$ cat config.mk
export PLATFORM = sky130hd
export DESIGN_NAME = status_led_pattern_controller
export DESIGN_NICKNAME = d
export VERILOG_FILES = /design/src/sv/slpc_pkg.sv /design/src/sv/status_led_pattern_controller.sv
export SDC_FILE = /design/constraint.sdc
export NUM_CORES = 1
export LEC_CHECK = 0
export BUFFER_PORTS_ARGS = -buffer_cell sky130_fd_sc_hd__buf_4
export CORE_MARGIN = 1
export CORE_UTILIZATION = 40
export CTS_BUF_LIST = sky130_fd_sc_hd__clkbuf_8
export DETAILED_ROUTE_END_ITERATION = 6
export GPL_ROUTABILITY_DRIVEN = 0
export PLACE_DENSITY = 0.64
export SLEW_MARGIN = 15
export SYNTH_ARGS = -nofsm -noshare
export SYNTH_HDL_FRONTEND = slang
export SYNTH_SLANG_ARGS = --single-unit
$ cat constraint.sdc
create_clock -name clock -period 10.1 [get_ports clock]
set_input_delay 1.01 -clock clock [delete_from_list [all_inputs] [get_ports clock]]
set_output_delay 1.01 -clock clock [all_outputs]
set_load 0.1 [all_outputs]
$ cat src/sv/slpc_pkg.sv
`timescale 1ns / 1ps
// Package for the status LED pattern controller: word layouts, pattern codes,
// register indexes and reset values. No dependencies.
package slpc_pkg;

   localparam int REQ_TDATA_W = 72;
   localparam int RSP_TDATA_W = 8;
   localparam int CSR_ADDR_W  = 8;
   localparam int CSR_DATA_W  = 16;
   localparam int TIME_W      = 32;

   // Register indexes of the control port.
   localparam logic [CSR_ADDR_W-1:0] CSR_GREEN_FLASH   = 8'd0;
   localparam logic [CSR_ADDR_W-1:0] CSR_RED_STORAGE   = 8'd1;
   localparam logic [CSR_ADDR_W-1:0] CSR_RED_BUS       = 8'd2;
   localparam logic [CSR_ADDR_W-1:0] CSR_RED_BATT_LOW  = 8'd3;

   // Period reset values in milliseconds.
   localparam logic [CSR_DATA_W-1:0] GREEN_FLASH_RESET  = 16'd1000;
   localparam logic [CSR_DATA_W-1:0] RED_STORAGE_RESET  = 16'd500;
   localparam logic [CSR_DATA_W-1:0] RED_BUS_RESET      = 16'd250;
   localparam logic [CSR_DATA_W-1:0] RED_BATT_LOW_RESET = 16'd167;

   // Battery level codes.
   localparam logic [1:0] BATT_LOW      = 2'd1;
   localparam logic [1:0] BATT_CRITICAL = 2'd2;

   typedef enum logic [1:0] {
      GRN_OFF    = 2'd0,
      GRN_STEADY = 2'd1,
      GRN_FLASH  = 2'd2
   } green_mode_type;

   typedef enum logic [2:0] {
      RED_OFF      = 3'd0,
      RED_STEADY   = 3'd1,
      RED_STORAGE  = 3'd2,
      RED_BUS      = 3'd3,
      RED_BATT_LOW = 3'd4
   } red_mode_type;

   // Request word, last field in the lowest bits.
   typedef struct packed {
      logic [1:0]        pad;
      logic              bus_fault_report;
      logic              ack_faults;
      logic [1:0]        battery_level;
      logic              position_fix;
      logic              storage_mounted;
      logic [TIME_W-1:0] write_error_count;
      logic [TIME_W-1:0] now_ms;
   } req_word_type;

   // Response word, last field in the lowest bits.
   typedef struct packed {
      logic         pad;
      red_mode_type red_mode;
      green_mode_type green_mode;
      logic         red_pin;
      logic         green_pin;
   } rsp_word_type;

   // Timer of one blinking LED.
   typedef struct packed {
      logic [TIME_W-1:0] stamp;
      logic              lit;
   } blink_type;

   // Toggle once the wrapping signed time since the last toggle reaches the period.
   function automatic blink_type blink_step(blink_type cur, logic [CSR_DATA_W-1:0] period,
                                            logic [TIME_W-1:0] now);
      logic [TIME_W-1:0] diff;
      blink_type         nxt;
      diff = now - cur.stamp;
      nxt  = cur;
      if (!diff[TIME_W-1] && (diff >= {{(TIME_W-CSR_DATA_W){1'b0}}, period})) begin
         nxt.stamp = now;
         nxt.lit   = ~cur.lit;
      end
      return nxt;
   endfunction

endpackage

$ cat src/sv/status_led_pattern_controller.sv
`timescale 1ns / 1ps
// Status LED pattern controller top level: input register, evaluation logic,
// fault latches, LED timers and result register. Depends on slpc_pkg.
//
// Usage: each word on the req_ channel is one evaluation at time now_ms. It
// updates the two fault latches (acknowledge clears both, then the bus report
// and a rise of the write-error count set them), picks the green and red
// patterns and returns exactly one word on the rsp_ channel with both pin
// levels and both pattern codes. Blink timers run on the timestamps carried
// in the words, not on the clock.
// The accepted word is held in the input register while the evaluation logic
// feeds the result register, which drives rsp_tvalid.
// Throughput is one word per cycle while the receiver does not stall; the loop
// that sets it is the state update (latches, patterns, timers).
// When the receiver stalls, the result register holds its word and the input
// register takes one more word; req_tready then drops until rsp_tready returns.
// The csr_ channel writes the four blink periods and is always ready. The user
// must write it only while the block is idle, which the block does not enforce.
// Indexes above three are ignored. Reset (synchronous, active high) empties both
// registers, clears the latches, turns both patterns off, restores default periods.
module status_led_pattern_controller (
   input  logic                                 clock,
   input  logic                                 reset,
   // req_tdata, from bit 0: now_ms[32], write_error_count[32], storage_mounted,
   // position_fix, battery_level[2], ack_faults, bus_fault_report, zero pad[2].
   input  logic                                 req_tvalid,
   output logic                                 req_tready,
   input  logic [slpc_pkg::REQ_TDATA_W-1:0]     req_tdata,
   // rsp_tdata, from bit 0: green pin level, red pin level, green_mode[2],
   // red_mode[3], zero pad[1].
   output logic                                 rsp_tvalid,
   input  logic                                 rsp_tready,
   output logic [slpc_pkg::RSP_TDATA_W-1:0]     rsp_tdata,
   input  logic                                 csr_valid,
   output logic                                 csr_ready,
   input  logic [slpc_pkg::CSR_ADDR_W-1:0]      csr_addr,
   input  logic [slpc_pkg::CSR_DATA_W-1:0]      csr_wdata
);
   import slpc_pkg::*;

   // Input register.
   logic          in_valid_ff, in_valid_in;
   req_word_type  in_word_ff, in_word_in;

   // Result register.
   logic          rsp_valid_ff, rsp_valid_in;
   rsp_word_type  rsp_word_ff, rsp_word_in;

   // Period registers.
   logic [CSR_DATA_W-1:0] green_period_ff, green_period_in;
   logic [CSR_DATA_W-1:0] storage_period_ff, storage_period_in;
   logic [CSR_DATA_W-1:0] bus_period_ff, bus_period_in;
   logic [CSR_DATA_W-1:0] batt_period_ff, batt_period_in;

   // Evaluation state.
   logic [TIME_W-1:0] last_errors_ff, last_errors_in;
   logic              storage_fault_ff, storage_fault_in;
   logic              bus_fault_ff, bus_fault_in;
   green_mode_type    green_mode_ff, green_mode_in;
   red_mode_type      red_mode_ff, red_mode_in;
   blink_type         green_timer_ff, green_timer_in;
   blink_type         red_timer_ff, red_timer_in;

   logic              advance;
   logic              evaluate;
   logic              csr_write;
   blink_type         green_start, red_start;
   logic [CSR_DATA_W-1:0] red_period;
   logic              green_pin, red_pin;

   // The evaluation stage moves whenever the result register is empty or
   // being drained this cycle.
   assign advance    = !rsp_valid_ff || rsp_tready;
   assign evaluate   = in_valid_ff && advance;
   assign req_tready = !in_valid_ff || advance;
   assign csr_ready  = 1'b1;
   assign csr_write  = csr_valid && csr_ready;

   assign rsp_tvalid = rsp_valid_ff;
   assign rsp_tdata  = rsp_word_ff;

   // Input register next value.
   always_comb begin
      in_word_in  = in_word_ff;
      in_valid_in = in_valid_ff;
      if (req_tvalid && req_tready) begin
         in_word_in  = req_word_type'(req_tdata);
         in_valid_in = 1'b1;
      end else if (advance) begin
         in_valid_in = 1'b0;
      end
   end

   // Control register writes.
   always_comb begin
      green_period_in   = green_period_ff;
      storage_period_in = storage_period_ff;
      bus_period_in     = bus_period_ff;
      batt_period_in    = batt_period_ff;
      if (csr_write) begin
         unique case (csr_addr)
            CSR_GREEN_FLASH:  green_period_in   = csr_wdata;
            CSR_RED_STORAGE:  storage_period_in = csr_wdata;
            CSR_RED_BUS:      bus_period_in     = csr_wdata;
            CSR_RED_BATT_LOW: batt_period_in    = csr_wdata;
            default: ;
         endcase
      end
   end

   // Evaluation of one word.
   always_comb begin
      last_errors_in   = last_errors_ff;
      storage_fault_in = storage_fault_ff;
      bus_fault_in     = bus_fault_ff;
      green_mode_in    = green_mode_ff;
      red_mode_in      = red_mode_ff;
      green_timer_in   = green_timer_ff;
      red_timer_in     = red_timer_ff;
      green_start      = green_timer_ff;
      red_start        = red_timer_ff;
      red_period       = batt_period_ff;
      green_pin        = 1'b0;
      red_pin          = 1'b0;

      // Latches: acknowledge first, then the bus report, then the error count.
      if (in_word_ff.ack_faults) begin
         storage_fault_in = 1'b0;
         bus_fault_in     = 1'b0;
      end
      if (in_word_ff.bus_fault_report) begin
         bus_fault_in = 1'b1;
      end
      if (in_word_ff.write_error_count > last_errors_ff) begin
         storage_fault_in = 1'b1;
      end
      last_errors_in = in_word_ff.write_error_count;

      // Green pattern.
      if (!in_word_ff.storage_mounted) begin
         green_mode_in = GRN_OFF;
      end else if (in_word_ff.position_fix) begin
         green_mode_in = GRN_STEADY;
      end else begin
         green_mode_in = GRN_FLASH;
      end
      // A new pattern restarts unlit with its timer at the current time.
      if (green_mode_in != green_mode_ff) begin
         green_start.stamp = in_word_ff.now_ms;
         green_start.lit   = 1'b0;
      end
      green_timer_in = green_start;
      case (green_mode_in)
         GRN_STEADY: green_pin = 1'b1;
         GRN_FLASH: begin
            green_timer_in = blink_step(green_start, green_period_ff, in_word_ff.now_ms);
            green_pin      = green_timer_in.lit;
         end
         default:    green_pin = 1'b0;
      endcase

      // Red pattern, first match wins.
      if (in_word_ff.battery_level == BATT_CRITICAL) begin
         red_mode_in = RED_STEADY;
      end else if (storage_fault_in) begin
         red_mode_in = RED_STORAGE;
      end else if (bus_fault_in) begin
         red_mode_in = RED_BUS;
      end else if (in_word_ff.battery_level == BATT_LOW) begin
         red_mode_in = RED_BATT_LOW;
      end else begin
         red_mode_in = RED_OFF;
      end
      if (red_mode_in != red_mode_ff) begin
         red_start.stamp = in_word_ff.now_ms;
         red_start.lit   = 1'b0;
      end
      case (red_mode_in)
         RED_STORAGE: red_period = storage_period_ff;
         RED_BUS:     red_period = bus_period_ff;
         default:     red_period = batt_period_ff;
      endcase
      red_timer_in = red_start;
      case (red_mode_in) inside
         RED_STEADY: red_pin = 1'b1;
         RED_STORAGE, RED_BUS, RED_BATT_LOW: begin
            red_timer_in = blink_step(red_start, red_period, in_word_ff.now_ms);
            red_pin      = red_timer_in.lit;
         end
         default:    red_pin = 1'b0;
      endcase
   end

   // Result register next value.
   always_comb begin
      rsp_word_in  = rsp_word_ff;
      rsp_valid_in = rsp_valid_ff;
      if (evaluate) begin
         rsp_word_in.pad        = 1'b0;
         rsp_word_in.red_mode   = red_mode_in;
         rsp_word_in.green_mode = green_mode_in;
         rsp_word_in.red_pin    = red_pin;
         rsp_word_in.green_pin  = green_pin;
         rsp_valid_in           = 1'b1;
      end else if (rsp_tready) begin
         rsp_valid_in = 1'b0;
      end
   end

   always_ff @(posedge clock) begin
      in_word_ff  <= in_word_in;
      rsp_word_ff <= rsp_word_in;
      if (reset) begin
         in_valid_ff       <= 1'b0;
         rsp_valid_ff      <= 1'b0;
         green_period_ff   <= GREEN_FLASH_RESET;
         storage_period_ff <= RED_STORAGE_RESET;
         bus_period_ff     <= RED_BUS_RESET;
         batt_period_ff    <= RED_BATT_LOW_RESET;
         last_errors_ff    <= '0;
         storage_fault_ff  <= 1'b0;
         bus_fault_ff      <= 1'b0;
         green_mode_ff     <= GRN_OFF;
         red_mode_ff       <= RED_OFF;
         green_timer_ff    <= '0;
         red_timer_ff      <= '0;
      end else begin
         in_valid_ff       <= in_valid_in;
         rsp_valid_ff      <= rsp_valid_in;
         green_period_ff   <= green_period_in;
         storage_period_ff <= storage_period_in;
         bus_period_ff     <= bus_period_in;
         batt_period_ff    <= batt_period_in;
         if (evaluate) begin
            last_errors_ff   <= last_errors_in;
            storage_fault_ff <= storage_fault_in;
            bus_fault_ff     <= bus_fault_in;
            green_mode_ff    <= green_mode_in;
            red_mode_ff      <= red_mode_in;
            green_timer_ff   <= green_timer_in;
            red_timer_ff     <= red_timer_in;
         end
      end
   end

   // An evaluated word always lands in the result register.
   assert property (@(posedge clock) disable iff (reset) evaluate |=> rsp_valid_ff)
      else $error("evaluated word did not reach the result register");

   // A bus report in an evaluated word leaves the bus latch set.
   assert property (@(posedge clock) disable iff (reset)
      (evaluate && in_word_ff.bus_fault_report) |=> bus_fault_ff)
      else $error("bus fault latch not set after report");

   // The red solid pattern drives its pin high and the green off pattern drives it low.
   assert property (@(posedge clock) disable iff (reset)
      (rsp_valid_ff && rsp_word_ff.red_mode == RED_STEADY) |-> rsp_word_ff.red_pin)
      else $error("red solid pattern with pin low");

   assert property (@(posedge clock) disable iff (reset)
      (rsp_valid_ff && rsp_word_ff.green_mode == GRN_OFF) |-> !rsp_word_ff.green_pin)
      else $error("green off pattern with pin high");

   // The reported pattern matches the stored pattern for the last evaluation.
   assert property (@(posedge clock) disable iff (reset)
      evaluate |=> (rsp_word_ff.red_mode == red_mode_ff &&
                    rsp_word_ff.green_mode == green_mode_ff))
      else $error("reported pattern differs from stored pattern");

endmodule
==> reports/metrics.cfg, run 1 <==
[logic_synthesis]
synth_edf_count=77
synth_area_um2=14600
syn_inst=1653
ys_types=76
avgSynthCellArea_um2=8.84
synth_warnings=0
ys_seq_area_frac=0.392
ys_ff_latch=248
synth_nets=1872
ys_async_sr_fraction=0
synth_ff_type=dfxtp_1

[timing]
rsz0062_at_grt=no
fin_skew_ns=0.0218
fin_tns_setup_ns=0
setup_violations=0
worstMarginPinSlew_ns=1.15
period_needed_ns=9.19
hold_violations=0
slew_headroom=0.229
slew_violations=0
fin_crit_sh=0.910
clock.fmax_mhz=109
holdWs_ns=0.453

[route]
drt-pass1-iter-count=7
vias=12133
viasPerCell=5.42
drt_iter0_drc=845
wl_per_cell_um=16.5
final_antenna_net_count=0
drc=6
routed_wl_mm=36.9

[clock_tree]
cts-resized-gates=0
cts_buffers=44
clock_path_buffers=3
hold_buffers=0
cts-root-buf=clkbuf_8
post_cts_buffers=0
cts_max_level=2
clock_latency_ns=0.59
cts.sinks=248
cts_tree=built
clkTransAtPathRegs_ns=0.06

[critical_path]
rrSetupSlack_ns=0.91
crit_cells=32
endpoint=red_timer_ff[15]
cp_num_buf_inv=2
reg2reg_depth=32
setup.worst_path.end_class=register
crit_family=simple AND/OR/NAND/NOR gates
critPathMaxFanout=20
reg2reg_to=red_timer_ff[15]
critPathMostFrequentCell=ha_1
slowest_stage=or4_4
r2r_start=last_errors_in[31]
crit_type=register to register
critical_path.startpoint=last_errors_in[31]
worst_ep_required_time_ns=10.61
critPathArrivalTime_ns=9.70
cpPeakStageDelay_ns=0.62
critPathLaunchType=register

[die]
ios=112
core-area_um2=35700
die_h_um=193
initial_core_util=0.409
fp-row-count=69
fp.dieW_um=193
die-area_um2=37300

[outcome]
violations=DRC
outcome=finished, violations left

[finish]
drive_above_1_share=0.114
area_delta_synth_final_pct=14.0
layout_common_cells=238 x nand2_1, 171 x dfxtp_1, 130 x mux2i_1
num-nets-final=1961
n_antenna_cell=0
final_common_cell=nand2_1

[global_route]
grt_pass1_vias=11456
grt_pass1_wl_mm=58.3
overflow=0
grt_use_total=0.196
grt_max_degree=84
antenna_found_initial=0

[power]
vdd_drop_max_uv=90.9
powerDensity_nw_per_um2=165
p_leak_nw=7.10

[place]
hpwl_mm=26.4
port_buffers=107

[run]
maxCapViolations=0

[worst_hold_path]
min_path_type=register to register

[cell usage after synthesis (4+ instances only)]
cell | instances | share of area
or3_1 | 4 | 0.0017
nor3_1 | 19 | 0.0065
inv_1 | 80 | 0.021
a21oi_1 | 128 | 0.044
mux2i_1 | 130 | 0.089
nand2b_1 | 23 | 0.0098
maj3_1 | 6 | 0.0041
edfxtp_1 | 77 | 0.16
o211ai_1 | 13 | 0.0067
ha_1 | 117 | 0.10
a31oi_1 | 13 | 0.0056
a21o_1 | 40 | 0.021
a211oi_1 | 13 | 0.0067
xor2_1 | 19 | 0.011
nand3_1 | 52 | 0.018
o21bai_1 | 11 | 0.0057
o21a_1 | 15 | 0.0077
o31ai_1 | 10 | 0.0051
clkbuf_1 | 69 | 0.018
nand2_1 | 238 | 0.061
nor2_1 | 118 | 0.030
nor2b_1 | 24 | 0.010
dfxtp_1 | 171 | 0.23
o2111ai_1 | 6 | 0.0036
o311ai_0 | 4 | 0.0024
nor3b_1 | 4 | 0.0021
nor4_1 | 6 | 0.0026
or2_2 | 4 | 0.0017
and3_1 | 6 | 0.0026
nand4_1 | 20 | 0.0086
o21ai_0 | 89 | 0.030
a22oi_1 | 21 | 0.011
and2_1 | 9 | 0.0039
xnor2_1 | 26 | 0.016
[worst register-to-register path: cells and delay by family, from the launching register on]
| kind | cells | cell delay, ns |
|---|---|---|
| mux | 1 | 0.25 |
| xor+xnor | 1 | 0.19 |
| buf+inv | 2 | 0.53 |
| flops | 1 | 0.39 |
| simple gates | 10 | 3.19 |
| compound gates | 13 | 2.92 |
| fa+ha+maj | 5 | 1.64 |
[per-stage QoR]
stage	worst slack, ns	std cells	cell area, um^2	util	power, mW
after floorplan	2.13	1653	14600	-	1.67
after global placement	1.42	2157	15800	0.442	1.84
after detailed placement	1.15	2157	15800	0.442	1.86
after CTS	1.08	2239	16700	0.466	2.77
after global routing	0.506	2239	16700	0.466	2.91
final	0.909	2239	16700	0.466	2.75
[layer usage]
metal  global-route usage  share of wire
met1                0.259           0.46
met2                0.325           0.47
met5                    0              0
met4               0.0658          0.026
met3               0.0310          0.047
[layout make-up]
| cell class | instances | area, um^2 |
|---|---|---|
| well taps | 461 | 577 |
| inverters | 82 | 308 |
| repair buffers | 123 | 923 |
| fillers | 3495 | 19100 |
| flip-flops and latches | 248 | 5740 |
| multi-input cells | 1243 | 8260 |
| clock buffers | 51 | 702 |
| clock inverters | 31 | 153 |
[report_power, final]
| group | switching (mW) | internal (mW) |
|---|---|---|
| Clock | 0.437 | 0.465 |
| Combinational | 0.427 | 0.302 |
| Sequential | 0.0379 | 1.08 |
[flip-flops by register name (all words and copies together) (netlist names), 2 cells and up]
signal and count:
storage_period_ff 16, last_errors_ff 32, red_mode_ff 3, last_errors_in 32
green_timer_ff 33, red_timer_ff 33, batt_period_ff 16, in_word_ff 38
bus_period_ff 16, rsp_tdata 7, green_period_ff 16, green_mode_ff 2
[worst min-delay path by stage]
stage | depth (start not counted) | endpoint | start
3_5_place_dp | 2 | last_errors_ff[30] | last_errors_ff[30]
6_report | 2 | last_errors_ff[19] | last_errors_ff[19]
5_1_grt | 2 | last_errors_ff[1] | last_errors_ff[1]
2_1_floorplan | 2 | red_timer_ff[13] | red_timer_ff[13]
4_1_cts | 2 | last_errors_ff[30] | last_errors_ff[30]
3_3_place_gp | 2 | bus_period_ff[10] | bus_period_ff[10]
[logic make-up after synthesis]
logic type,count (synthesis),share of synthesized area
AOI/OAI and AO/OA,400,0.171
xor gates and xnor gates,45,0.0270
muxes,131,0.0898
buffers and inverters,162,0.0443
other,2,0.000514
adders and majority gates,124,0.106
DFF,248,0.392
and+or+nand+nor,541,0.169
Note: power is estimated with default switching activity, not from simulation.
==> run 2: changes to the inputs <==
Clock period 10.1 ns to 9.59 ns, I/O delays scaled along.
==> run 2 against run 1 <==
The flow still finishes with violations (DRC). Utilization about the same. Cell count hardly changed. First-iteration DRC count decreased by 18%. Critical path depth is 1 higher. Global-route usage decreased by 0.059 points. Largest power group unchanged. Critical path type unchanged. Maximum frequency grew 4.2%. Combinational power up 4.9%. Sequential power is 5% higher. Clock skew rose by 0.015 ns. Wire length shrank 1.1%.
==> reports/metrics.cfg, run 2 (synthesis results as in run 1) <==
[timing]
clock.fmax_mhz=113  ; was 109 MHz
period_needed_ns=8.82  ; was 9.19 ns
worstMarginPinSlew_ns=1.17  ; was 1.15 ns
setup_violations=0  ; unchanged
fin_skew_ns=0.0373  ; was 0.0218 ns
hold_violations=0  ; unchanged
fin_crit_sh=0.920  ; was 0.910
rsz0062_at_grt=no  ; unchanged
slew_violations=0  ; unchanged
fin_tns_setup_ns=0  ; unchanged
slew_headroom=0.221  ; was 0.229

[clock_tree]
cts.sinks=248  ; unchanged
hold_buffers=0  ; unchanged
cts-resized-gates=0  ; unchanged
clkTransAtPathRegs_ns=0.06  ; about the same
clock_latency_ns=0.59  ; about the same
cts_max_level=2  ; unchanged
cts_tree=built  ; unchanged
cts_buffers=42  ; was 44
clock_path_buffers=3  ; unchanged
cts-root-buf=clkbuf_8  ; unchanged

[finish]
num-nets-final=1964  ; was 1,961
final_cells=2240  ; was 2,239
regMostFlops=in_word_ff  ; unchanged
multiInputGateArea_um2=8260  ; about the same
top_regs=in_word_ff (38), green_timer_ff (33), red_timer_ff (33)  ; unchanged
fillCellCount=3478  ; was 3,495
ff_latch_area_um2=5740  ; unchanged
largest_reg_flops=38  ; unchanged
layout_common_cells=238 x nand2_1, 171 x dfxtp_1, 130 x mux2i_1  ; unchanged
area_delta_synth_final_pct=14.0  ; about the same
drive_above_1_share=0.116  ; was 0.114
n_antenna_cell=0  ; unchanged
final_common_cell=nand2_1  ; unchanged

[critical_path]
critPathMostFrequentCell=ha_1  ; unchanged
rrSetupSlack_ns=0.77  ; was 0.91 ns
critical_path.startpoint=last_errors_in[31]  ; unchanged
reg2reg_to=red_timer_ff[29]  ; was red_timer_ff[15]
critPathArrivalTime_ns=9.32  ; was 9.70 ns
cpPeakStageDelay_ns=0.62  ; about the same
setup.worst_path.end_class=register  ; unchanged
reg2reg_depth=33  ; was 32
slowest_stage=or4_4  ; unchanged
critPathLaunchType=register  ; unchanged
r2r_start=last_errors_in[31]  ; unchanged
critPathMaxFanout=20  ; unchanged
crit_type=register to register  ; unchanged
worst_ep_required_time_ns=10.09  ; was 10.61 ns

[route]
viasPerCell=5.39  ; was 5.42
vias=12078  ; was 12,133
drt-pass1-iter-count=7  ; unchanged
final_antenna_net_count=0  ; unchanged
drt_iter0_drc=695  ; was 845
drc=1  ; was 6
routed_wl_mm=36.5  ; was 36.9 mm
wl_per_cell_um=16.3  ; was 16.5 um

[run]
maxCapViolations=0  ; unchanged

[worst_hold_path]
whs_endpoint=last_errors_ff[3]  ; was last_errors_ff[19]
hold_start=last_errors_ff[3]  ; was last_errors_ff[19]
hold_depth=2  ; unchanged
min_path_type=register to register  ; unchanged

[die]
die-area_um2=37300  ; unchanged
core-area_um2=35700  ; unchanged
die_h_um=193  ; unchanged
ios=112  ; unchanged
initial_core_util=0.409  ; unchanged
fp-row-count=69  ; unchanged
fp.dieW_um=193  ; unchanged

[power]
vdd_drop_max_uv=105  ; was 90.9 uV
comb_power_share=0.267  ; was 0.266
p_int_mw=1.94  ; was 1.85 mW
swShare=0.324  ; was 0.328
pwr-share-seq=0.409  ; was 0.406
power_mw=2.87  ; was 2.75 mW
p_switching_uw=931  ; was 902 uW
p_leak_nw=7.14  ; was 7.10 nW
powerDensity_nw_per_um2=172  ; was 165 nW/um^2
p_clk_frac=0.324  ; was 0.328

[global_route]
grt_pass1_vias=11417  ; was 11,456
grt_max_degree=73  ; was 84
grt_use_total=0.196  ; about the same
overflow=0  ; unchanged
antenna_found_initial=0  ; unchanged
grt_pass1_wl_mm=58.0  ; was 58.3 mm

[place]
hpwl_mm=26.1  ; was 26.4 mm
placed_cells=2159  ; was 2,157
port_buffers=107  ; unchanged

[outcome]
violations=DRC  ; unchanged
outcome=finished, violations left  ; unchanged

run 2: changes by cell type in the layout (fill, tap and decap cells not counted), sizes merged:
cell / before / now
clkinv: 19 / 10
clkbuf: 51 / 48
buf: 123 / 128
inv: 93 / 100
bufinv: 0 / 1
run 2: through the flow:
step / instance area [um^2] / hold WS (ns) / setup WS (ns) / util
global placement: 15800 / 0.442 / 0.887 / 0.442
finish: 16700 / 0.452 / 0.772 / 0.466
floorplan: 14600 / 0.434 / 1.62 / -
detailed placement: 15800 / 0.447 / 0.602 / 0.442
global route: 16700 / 0.474 / 0.197 / 0.466
CTS: 16600 / 0.455 / 0.506 / 0.466
run 2: worst max path at each step:
stage | end | depth (start not counted) | slack [ns]
finish | red_timer_ff[29] | 33 | 0.77
global route | red_timer_ff[21] | 33 | 0.20
CTS | red_timer_ff[21] | 32 | 0.51
detailed placement | red_timer_ff[21] | 32 | 0.60
global placement | red_timer_ff[29] | 32 | 0.89
floorplan | red_timer_ff[26] | 35 | 1.62
run 2: area by class of cell:
class | count | area share
clock buffer | 48 | 0.0396
multi-input combinational | 1243 | 0.495
clock inverter | 30 | 0.0101
sequential | 248 | 0.344
inverter | 82 | 0.0185
timing repair buffer | 128 | 0.0577
tap | 461 | 0.0346
run 2: power by group through the flow:
| stage | Sequential [mW] | Combinational, mW | Clock, mW |
|---|---|---|---|
| 6_report | 1.18 | 0.766 | 0.933 |
| 5_1_grt | 1.18 | 0.855 | 1.02 |
| 4_1_cts | 1.18 | 0.762 | 0.966 |
| 3_5_place_dp | 1.20 | 0.757 | 0 |
| 3_3_place_gp | 1.20 | 0.744 | 0 |
| 2_1_floorplan | 1.20 | 0.562 | 0 |
run 2: timing repair:
item / 4_1_cts / 5_1_grt
buffers inserted: 0 / 3
endpoints found under the setup margin: 0 / 20
endpoints found under the hold margin: 0 / 0
run 2: worst max-delay path: cells and delay by family (launching register included):
kind	cells	cell delay (ns)
and+or+nand+nor	9	2.53
adders and majority gates	5	1.62
xor gates and xnor gates	2	0.42
muxes	1	0.24
DFF	1	0.40
AOI/OAI and AO/OA	13	2.82
buffers and inverters	3	0.70
run 2: metal layers:
metal | GRT usage | wire (um) | up-vias | part of all wire
li1 | - | - | 6109 | -
met1 | 0.264 | 17000 | 5649 | 0.47
met2 | 0.321 | 16900 | 263 | 0.46
met3 | 0.0311 | 1790 | 57 | 0.049
met4 | 0.0577 | 777 | 0 | 0.021
met5 | 0 | 0 | - | 0
==> run 3: changes to the inputs <==
Settings changed: REMOVE_ABC_BUFFERS from default to 1.
==> run 3 against run 2 <==
The run now ends clean. Combinational power hardly changed. First-iteration DRC count is 5.2% lower. Clock-buffer cell count is 7 higher. Worst setup slack worse by 0.047 ns. Maximum frequency is 0.53% lower. Global-route usage is 0.25 points lower. Sequential power hardly changed. Clock skew is 0.017 ns higher. Hold slack better by 0.00064 ns. Cell count hardly changed. Critical path type unchanged. Largest cell class unchanged. Largest power group unchanged. Highest routed layer unchanged.
==> reports/metrics.cfg, run 3 (synthesis results as in run 1) <==
[outcome]
outcome=finished, final reports clean  ; was finished, violations left

[clock_tree]
cts_buffers=44  ; was 42
clock_path_buffers=3  ; unchanged
clkTransAtPathRegs_ns=0.06  ; about the same
hold_buffers=0  ; unchanged
cts_max_level=2  ; unchanged
cts-resized-gates=0  ; unchanged
clock_latency_ns=0.60  ; was 0.59 ns
post_cts_buffers=0  ; unchanged
cts.sinks=248  ; unchanged
cts_tree=built  ; unchanged
cts-root-buf=clkbuf_8  ; unchanged

[critical_path]
setup.worst_path.end_class=register  ; unchanged
rrSetupSlack_ns=0.72  ; was 0.77 ns
critPathMostFrequentCell=ha_1  ; unchanged
critPathMaxFanout=18  ; was 20
crit_type=register to register  ; unchanged
worst_ep_required_time_ns=10.06  ; was 10.09 ns
critPathArrivalTime_ns=9.33  ; was 9.32 ns
reg2reg_to=red_timer_ff[2]  ; was red_timer_ff[29]
critPathLaunchType=register  ; unchanged
cpPeakStageDelay_ns=0.61  ; was 0.62 ns
reg2reg_depth=33  ; unchanged
slowest_stage=or4_4  ; unchanged
r2r_start=last_errors_in[31]  ; unchanged

[power]
p_leak_nw=7.14  ; about the same
vdd_drop_max_uv=105  ; about the same
p_clk_frac=0.336  ; was 0.324
powerDensity_nw_per_um2=175  ; was 172 nW/um^2
pwr-share-seq=0.401  ; was 0.409
p_int_mw=1.98  ; was 1.94 mW
comb_power_share=0.262  ; was 0.267
p_switching_uw=948  ; was 931 uW
swShare=0.324  ; about the same

[route]
routed_wl_mm=35.7  ; was 36.5 mm
drt-pass1-iter-count=7  ; unchanged
wl_per_cell_um=16.0  ; was 16.3 um
drc=0  ; was 1
vias=12012  ; was 12,078
final_antenna_net_count=0  ; unchanged
drt_iter0_drc=659  ; was 695
viasPerCell=5.37  ; was 5.39

[finish]
top_regs=in_word_ff (38), green_timer_ff (33), red_timer_ff (33)  ; unchanged
largest_reg_flops=38  ; unchanged
drive_above_1_share=0.117  ; was 0.116
num-nets-final=1962  ; was 1,964
n_antenna_cell=0  ; unchanged
final_common_cell=nand2_1  ; unchanged
regMostFlops=in_word_ff  ; unchanged
ff_latch_area_um2=5740  ; unchanged
fillCellCount=3461  ; was 3,478
multiInputGateArea_um2=8260  ; unchanged
layout_common_cells=238 x nand2_1, 171 x dfxtp_1, 130 x mux2i_1  ; unchanged
area_delta_synth_final_pct=14.3  ; was 14.0%

[timing]
holdWs_ns=0.453  ; was 0.452 ns
hold_violations=0  ; unchanged
slew_violations=0  ; unchanged
fin_skew_ns=0.0545  ; was 0.0373 ns
fin_crit_sh=0.924  ; was 0.920
worstMarginPinSlew_ns=1.21  ; was 1.17 ns
setup_violations=0  ; unchanged
period_needed_ns=8.87  ; was 8.82 ns
rsz0062_at_grt=no  ; unchanged
clock.fmax_mhz=113  ; about the same
slew_headroom=0.190  ; was 0.221
fin_tns_setup_ns=0  ; unchanged

[global_route]
grt_max_degree=71  ; was 73
grt_pass1_vias=11513  ; was 11,417
antenna_found_initial=0  ; unchanged
overflow=0  ; unchanged
grt_pass1_wl_mm=58.0  ; about the same
grt_use_total=0.193  ; was 0.196

[worst_hold_path]
hold_start=last_errors_ff[25]  ; was last_errors_ff[3]
min_path_type=register to register  ; unchanged
hold_depth=2  ; unchanged
whs_endpoint=last_errors_ff[25]  ; was last_errors_ff[3]

[die]
fp-row-count=69  ; unchanged
core-area_um2=35700  ; unchanged
fp.dieW_um=193  ; unchanged
initial_core_util=0.409  ; unchanged
die-area_um2=37300  ; unchanged
die_h_um=193  ; unchanged
ios=112  ; unchanged

[place]
port_buffers=107  ; unchanged
hpwl_mm=25.7  ; was 26.1 mm

[run]
maxCapViolations=0  ; unchanged

==> run 3: final cells by class <==
| type | instances | share of cell area |
|---|---|---|
| Tap cell | 461 | 0.0345 |
| Timing Repair Buffer | 124 | 0.0557 |
| Clock buffer | 55 | 0.0453 |
| Multi-Input combinational cell | 1243 | 0.494 |
| Sequential cell | 248 | 0.343 |
| Inverter | 82 | 0.0184 |
| Clock inverter | 25 | 0.00809 |
==> run 3: worst max path at each step <==
stage	cells past startpoint	endpoint	start
finish	33	red_timer_ff[2]	last_errors_in[31]
global route	34	red_timer_ff[23]	last_errors_in[31]
CTS	33	red_timer_ff[23]	last_errors_in[31]
detailed placement	33	red_timer_ff[2]	last_errors_in[31]
global placement	33	red_timer_ff[7]	last_errors_in[31]
floorplan	29	green_timer_ff[14]	in_word_ff[65]
==> run 3: critical path: cells and delay by family (launching register included) <==
kind                     cells  cell delay [ns]
adder cells (fa/ha/maj)      5             1.33
buffers and inverters        3             0.61
flip-flops                   1             0.41
AO/OA/AOI/OAI               13             3.03
XOR/XNOR                     2             0.60
multiplexers                 1             0.12
AND/OR/NAND/NOR              9             2.62
==> run 3: layer usage <==
layer	global-route usage	vias up	wire length [um]
met5	0	-	0
met4	0.0583	0	809
met3	0.0333	58	1840
met2	0.310	268	15900
met1	0.264	5593	17200
li1	-	6093	-
==> run 3: power by group through the flow <==
stage | combinational [mW] | clock [mW] | sequential (mW)
2_1_floorplan | 0.544 | 0 | 1.20
3_3_place_gp | 0.746 | 0 | 1.20
3_5_place_dp | 0.761 | 0 | 1.20
4_1_cts | 0.767 | 1.02 | 1.17
5_1_grt | 0.857 | 1.06 | 1.18
6_report | 0.768 | 0.984 | 1.17
==> run 3: stage by stage <==
| stage | setup WS (ns) | cells | util | instance area (um^2) | power (mW) |
|---|---|---|---|---|---|
| floorplan | 0.698 | 1573 | - | 14300 | 1.74 |
| global placement | 1.00 | 2158 | 0.442 | 15800 | 1.94 |
| detailed placement | 0.861 | 2158 | 0.442 | 15800 | 1.96 |
| CTS | 0.756 | 2238 | 0.467 | 16700 | 2.96 |
| global route | 0.0218 | 2238 | 0.467 | 16700 | 3.10 |
| finish | 0.725 | 2238 | 0.467 | 16700 | 2.93 |
